--- src/design/two_link_inverse_kinematics_unit_macros.svh ---
// Assertion macros for the two-link inverse kinematics unit
`ifndef TWO_LINK_INVERSE_KINEMATICS_UNIT_MACROS_SVH
`define TWO_LINK_INVERSE_KINEMATICS_UNIT_MACROS_SVH
`ifndef ASSERT_OFF
`define TLIK_ASSERT_IMPL(label, clk, rst_n, prop, msg) \
    label: assert property (@(posedge clk) disable iff (!rst_n) prop) else $error(msg);
`define TLIK_ASSERT_NEXT(label, clk, rst_n, pre, post, msg) \
    label: assert property (@(posedge clk) disable iff (!rst_n) (pre) |=> (post)) else $error(msg);
`else
`define TLIK_ASSERT_IMPL(label, clk, rst_n, prop, msg)
`define TLIK_ASSERT_NEXT(label, clk, rst_n, pre, post, msg)
`endif
`endif

--- src/design/tlik_pkg.sv ---
// ----------------------------------------------------------------------------
// tlik_pkg
// Types, constants and tables shared by the inverse kinematics unit.
// ----------------------------------------------------------------------------
package tlik_pkg;

    localparam int CORDIC_ITERATIONS_DEFAULT = 16;
    localparam int CORDIC_MAX = 24;
    localparam int LINK_W = 14;
    localparam int COORD_W = 16;
    localparam int HIP_W = 17;
    localparam int ELBOW_W = 16;
    localparam int REG_IDX_W = 8;
    localparam int CFG_DATA_W = 14;
    localparam int ANG_W = 26;
    localparam int VEC_W = 64;

    localparam logic [REG_IDX_W-1:0] REG_UPPER = 8'd0;
    localparam logic [REG_IDX_W-1:0] REG_LOWER = 8'd1;

    localparam logic signed [ANG_W-1:0] DEG90 = 26'sd2949120;
    localparam logic signed [ANG_W-1:0] DEG180 = 26'sd5898240;
    localparam logic [ELBOW_W-1:0] ELBOW_OFFSET = 16'd23040;

    // datapath operation codes
    typedef enum logic [3:0] {
        OP_NONE,
        OP_LOAD,
        OP_SQRT_STEP,
        OP_ATAN_SEL,
        OP_NORM_STEP,
        OP_CORDIC_STEP,
        OP_ATAN_DONE,
        OP_FINISH
    } op_t;

    typedef struct packed {
        op_t        op;
        logic [1:0] which;   // which atan2 is being worked on
        logic [4:0] step;
    } dp_cmd_t;

    typedef struct packed {
        logic out_of_reach;
        logic norm_done;
    } dp_status_t;

    function automatic logic [ANG_W-1:0] atan_entry(input logic [4:0] i);
        logic [ANG_W-1:0] r;
        begin
            case (i)
                5'd0: r = 26'd1474560;
                5'd1: r = 26'd870484;
                5'd2: r = 26'd459940;
                5'd3: r = 26'd233473;
                5'd4: r = 26'd117189;
                5'd5: r = 26'd58652;
                5'd6: r = 26'd29333;
                5'd7: r = 26'd14667;
                5'd8: r = 26'd7334;
                5'd9: r = 26'd3667;
                5'd10: r = 26'd1833;
                5'd11: r = 26'd917;
                5'd12: r = 26'd458;
                5'd13: r = 26'd229;
                5'd14: r = 26'd115;
                5'd15: r = 26'd57;
                5'd16: r = 26'd29;
                5'd17: r = 26'd14;
                5'd18: r = 26'd7;
                5'd19: r = 26'd4;
                5'd20: r = 26'd2;
                5'd21: r = 26'd1;
                default: r = 26'd0;
            endcase
            return r;
        end
    endfunction

endpackage

--- src/design/tlik_controller.sv ---
// ----------------------------------------------------------------------------
// tlik_controller
// Sequences the load, root, three atan2 solves and the finish.
// ----------------------------------------------------------------------------
module tlik_controller #(
    parameter int CORDIC_ITERATIONS = tlik_pkg::CORDIC_ITERATIONS_DEFAULT
) (
    input  logic                 clk,
    input  logic                 rst_n,
    input  logic                 in_valid,
    output logic                 in_ready,
    output logic                 out_valid,
    input  logic                 out_ready,
    output tlik_pkg::dp_cmd_t    cmd,
    input  tlik_pkg::dp_status_t status
);
    import tlik_pkg::*;

    localparam int ITER = (CORDIC_ITERATIONS > CORDIC_MAX) ? CORDIC_MAX : CORDIC_ITERATIONS;

    typedef enum logic [3:0] {
        S_IDLE, S_LOAD, S_CHECK, S_SQRT, S_SEL, S_NORM, S_CORDIC, S_DONE, S_FINISH, S_OUT
    } state_t;

    state_t state_reg, state_next;
    logic [4:0] step_reg, step_next;
    logic [1:0] which_reg, which_next;

    always_comb
    begin
        state_next = state_reg;
        step_next = step_reg;
        which_next = which_reg;
        cmd.op = OP_NONE;
        cmd.which = which_reg;
        cmd.step = step_reg;
        case (state_reg)
            S_IDLE:
            begin
                cmd.op = OP_LOAD;
                cmd.step = '0;
                if (in_valid)
                begin
                    state_next = S_LOAD;
                    step_next = 5'd1;
                end
            end
            S_LOAD:
            begin
                cmd.op = OP_LOAD;
                step_next = step_reg + 5'd1;
                if (step_reg == 5'd6) state_next = S_CHECK;
            end
            S_CHECK:
            begin
                if (status.out_of_reach) state_next = S_FINISH;
                else
                begin
                    cmd.op = OP_LOAD;
                    cmd.step = step_reg;
                    step_next = step_reg + 5'd1;
                    if (step_reg == 5'd8)
                    begin
                        state_next = S_SQRT;
                        step_next = '0;
                    end
                end
            end
            S_SQRT:
            begin
                cmd.op = OP_SQRT_STEP;
                step_next = step_reg + 5'd1;
                if (step_reg == 5'd31)
                begin
                    state_next = S_SEL;
                    step_next = '0;
                    which_next = 2'd0;
                end
            end
            S_SEL:
            begin
                cmd.op = OP_ATAN_SEL;
                step_next = step_reg + 5'd1;
                if (which_reg != 2'd2 && step_reg == 5'd0) step_next = 5'd4;
                if (step_reg == 5'd4)
                begin
                    state_next = S_NORM;
                    step_next = '0;
                end
            end
            S_NORM:
            begin
                if (status.norm_done) state_next = S_CORDIC;
                else cmd.op = OP_NORM_STEP;
            end
            S_CORDIC:
            begin
                cmd.op = OP_CORDIC_STEP;
                step_next = step_reg + 5'd1;
                if (step_reg == 5'(ITER - 1)) state_next = S_DONE;
            end
            S_DONE:
            begin
                cmd.op = OP_ATAN_DONE;
                step_next = '0;
                if (which_reg == 2'd2) state_next = S_FINISH;
                else
                begin
                    which_next = which_reg + 2'd1;
                    state_next = S_SEL;
                end
            end
            S_FINISH:
            begin
                cmd.op = OP_FINISH;
                state_next = S_OUT;
            end
            S_OUT:
            begin
                if (out_ready) state_next = S_IDLE;
            end
            default: state_next = S_IDLE;
        endcase
    end

    always_ff @(posedge clk or negedge rst_n)
    begin
        if (!rst_n)
        begin
            state_reg <= S_IDLE;
            step_reg <= '0;
            which_reg <= '0;
        end
        else
        begin
            state_reg <= state_next;
            step_reg <= step_next;
            which_reg <= which_next;
        end
    end

    assign in_ready = (state_reg == S_IDLE);
    assign out_valid = (state_reg == S_OUT);

endmodule
--- config.mk ---
export PLATFORM = sky130hd
export DESIGN_NAME = tlik_controller
export DESIGN_NICKNAME = d
export VERILOG_FILES = /design/src/design/two_link_inverse_kinematics_unit_macros.svh /design/src/design/tlik_pkg.sv /design/src/design/tlik_controller.sv
export SDC_FILE = /design/constraint.sdc
export NUM_CORES = 1
export LEC_CHECK = 0
export ABC_AREA = 1
export BUFFER_PORTS_ARGS = -buffer_cell sky130_fd_sc_hd__buf_2
export CORE_MARGIN = 1.5
export CORE_UTILIZATION = 25
export DETAILED_ROUTE_END_ITERATION = 7
export SLEW_MARGIN = 20
export SYNTH_ARGS = -nofsm -noshare
export SYNTH_HDL_FRONTEND = slang
export SYNTH_SLANG_ARGS = --single-unit
--- constraint.sdc ---
create_clock -name clk -period 1.6 [get_ports clk]
set_input_delay 0 -clock clk [delete_from_list [all_inputs] [get_ports clk]]
set_output_delay 0 -clock clk [all_outputs]
set_load 0.1 [all_outputs]
==> metrics.md <==
| Metric | Value |
|---|---|
| Status | `complete, but fails checks` |
| Failing checks | `setup timing` |
| Max-slew violation count | `0` |
| Net Count, Synth | `~160` |
| CTS root buf | `clkbuf_8` |
| Largest net degree at the start of global routing | `12` |
| Iteration-0 DRC Markers | `between 90 and 100` |
| Vias in the first global route | `between 1000 and 1500` |
| First-pass GRT wire length | `between 4000 and 5000 um` |
| Synth Area per Inst | `approximately 6.6 sq um` |
| Reg2Reg Depth | `10` |
| Routed WL | `3061 um` |
| Multi-input gate area | `between 800 and 900 sq um` |
| Max layer used | `met4` |
| Yosys warnings | `0` |
| Worst Setup Start Kind | `flop` |
| CP endpoint kind | `primary output` |
| Max-cap violations | `0` |
| Critical path required time | `1600 ps` |
| Seq cells post-synth | `11` |
| HPWL Detailed | `1997 um` |
| Routability cong. | `about 0.88` |
| Met3 routed WL | `198 um` |
| Setup CP Type | `reg2out` |
| Initial Util | `26.53%` |
| Die height | `between 60 and 70 um` |
| Vias/cell | `about 4.8` |
| Tightest Hold Check Type | `in2async` |
| RSZ-0062 raised after global routing | `true` |
| Clock Skew | `roughly 4.0 ps` |
| Top Ports | `19` |
| Nets | `between 150 and 200` |
| Min Hold Slack | `161.5 ps` |
| Sequential cell area | `281.5 sq um` |
| Total GRT Usage | `13.28%` |
| Clock Latency Late Sink | `230 ps` |
| Min cycle time layout | `~1600 ps` |
| Crit path from | `state_reg[2]` |
| Met2 wire length | `between 1000 and 1500 um` |
| Routed via count | `~1100` |
| Sequential fraction of the synthesis area | `27.92%` |
| Full die area | `~0.0043 sq mm` |
| CTS Buf Count | `3` |
| Die X | `around 66 um` |
| Antenna Cells | `0` |
| H-tree levels | `1` |
| Largest register FFs | `5` |
| CTS tree | `yes` |
| Bufs on Longest Clock Path | `2` |
| CTS Sinks | `11` |
| Data arrival, critical path | `approximately 1600 ps` |
| Layout cell share with drive strength beyond 1 | `50.00%` |
| Setup-failing EPs final | `4` |
| Post-route antenna net violation count | `0` |
| Reg clk slew, reported paths | `50 ps` |
| Core area | `0.003716 sq mm` |
| WL met1 | `about 1300 um` |
| Area grow syn2layout | `60.53%` |
| Final critical-path share of the clock period | `101.8%` |
| Hold Fails Final Rpt | `0` |
| Fin worst setup slack | `-28.04 ps` |
| Routed WL per cell | `13.08 um` |
| IO Port Bufs | `17` |
| Fmax achieved | `approximately 610 MHz` |
| CP max FO | `5` |
| First drt pass iteration count | `4` |
| Synthesized area | `approximately 1000 sq um` |
| Placement row count | `22` |
| Reg2reg start | `step_reg[1]` |
| Netlist cell types | `29` |
| Fillcell total | `around 360` |
| Cells after Synth | `150` |
| Number of remaining DRC errors | `0` |
| Global route overflow | `0` |
| Initial antenna violation count | `0` |
[worst max-delay path: stages, from the launching register on]
cell,delay [ps]
dfrtp_2,460
inv_2,130
nor2_2,70
o21ai_1,170
a21oi_2,90
or2_2,310
buf_12,170
[stage by stage]
step | setup TNS (ps) | worst slack [ps] | cell area (sq um) | cells | util (%)
2_1_floorplan | -2922 | -489.4 | 1031 | 150 | -
3_3_place_gp | 0 | 41.29 | 1291 | 222 | 34.75
3_5_place_dp | -96.95 | -37.30 | 1291 | 222 | 34.75
4_1_cts | -63.50 | -63.50 | 1385 | 230 | 37.27
5_1_grt | -747.6 | -109.8 | 1583 | 234 | 42.59
6_report | -70.09 | -28.04 | 1583 | 234 | 42.59
[layout by cell type (no fill, tap or decap), types with 2 or more instances in the layout]
cell,instances
nor2_1,10
ha_2,2
nand3b_1,2
nand4_1,3
o21ai_1,4
inv_1,14
inv_4,2
a21oi_2,3
buf_4,20
buf_12,4
a21oi_1,2
nand2_4,3
ha_1,3
dfrtp_1,6
nand2_1,28
clkbuf_8,3
o21ai_0,3
nand3_2,7
buf_2,8
nand2_2,9
nor2_2,4
nor3_2,2
nand3_4,2
dfrtp_2,5
nor2_4,9
nand3_1,11
inv_2,5
[synth_stat cells]
cell type  number  area share (%)
xnor2_1         1            0.89
or2_2           1            0.63
nor4_1          1            0.63
nor3_2          1             1.0
o21ai_0         6             3.0
nand3b_1        2             1.5
nand3_1        19             9.6
buf_2           1            0.51
nor2_4          2             2.3
nor3_1          1            0.51
conb_1          1            0.38
nand3_2         1             1.0
inv_2           2            0.76
nand4_1         3             1.9
buf_4           1            0.76
nand2_1        35              13
nor2_1         18             6.9
nor2_2          3             1.9
a21oi_1         5             2.5
nand2_4         1             1.1
or2_0           1            0.63
inv_1          19             7.2
o211ai_1        1            0.76
xor2_1          1            0.89
ha_1            6             7.6
dfrtp_1        11              28
nand2_2         4             2.5
o21ai_1         1            0.51
a31oi_1         1            0.63
[path summary, 6_finish.rpt]
path / endpoint / slack, ps
max: cmd[7] / -30
min: state_reg[3] / 160
max reg2reg: state_reg[2] / -20
min reg2reg: which_reg[0] / 520
max in group asynchronous: which_reg[1] / 1220
min in group clk: state_reg[3] / 170
[layout make-up]
class                           count  area share (%)
Sequential cell                    11           17.79
Clock buffer                        4           2.846
Multi-Input combinational cell    116           51.86
Timing Repair Buffer               34           18.42
Inverter                           21           5.296
Tap cell                           48           3.794
[logic make-up after synthesis]
group / share of synthesized area, %
AND/OR/NAND/NOR: 45.56
XOR/XNOR: 1.777
AO/OA/AOI/OAI: 7.487
buffers and inverters: 9.264
flip-flops: 27.92
other: 0.3803
adder cells (fa/ha/maj): 7.614
[repair_timing]
action	CTS	global route
pin swaps	0	13
endpoints found under the setup margin	11	17
hold buffers	1	0
gates resized for setup	6	53
endpoints found under the hold margin	11	0
setup buffers	3	4
[layer usage]
layer	GRT usage, %	up-vias
met1	18.07	493
met2	19.82	55
met3	2.215	10
li1	-	554
met4	7.292	0
met5	0	-
Power is left out: the tool's default activity adds up to more than one toggle a clock period on the data nets, which glitch-free logic cannot reach.
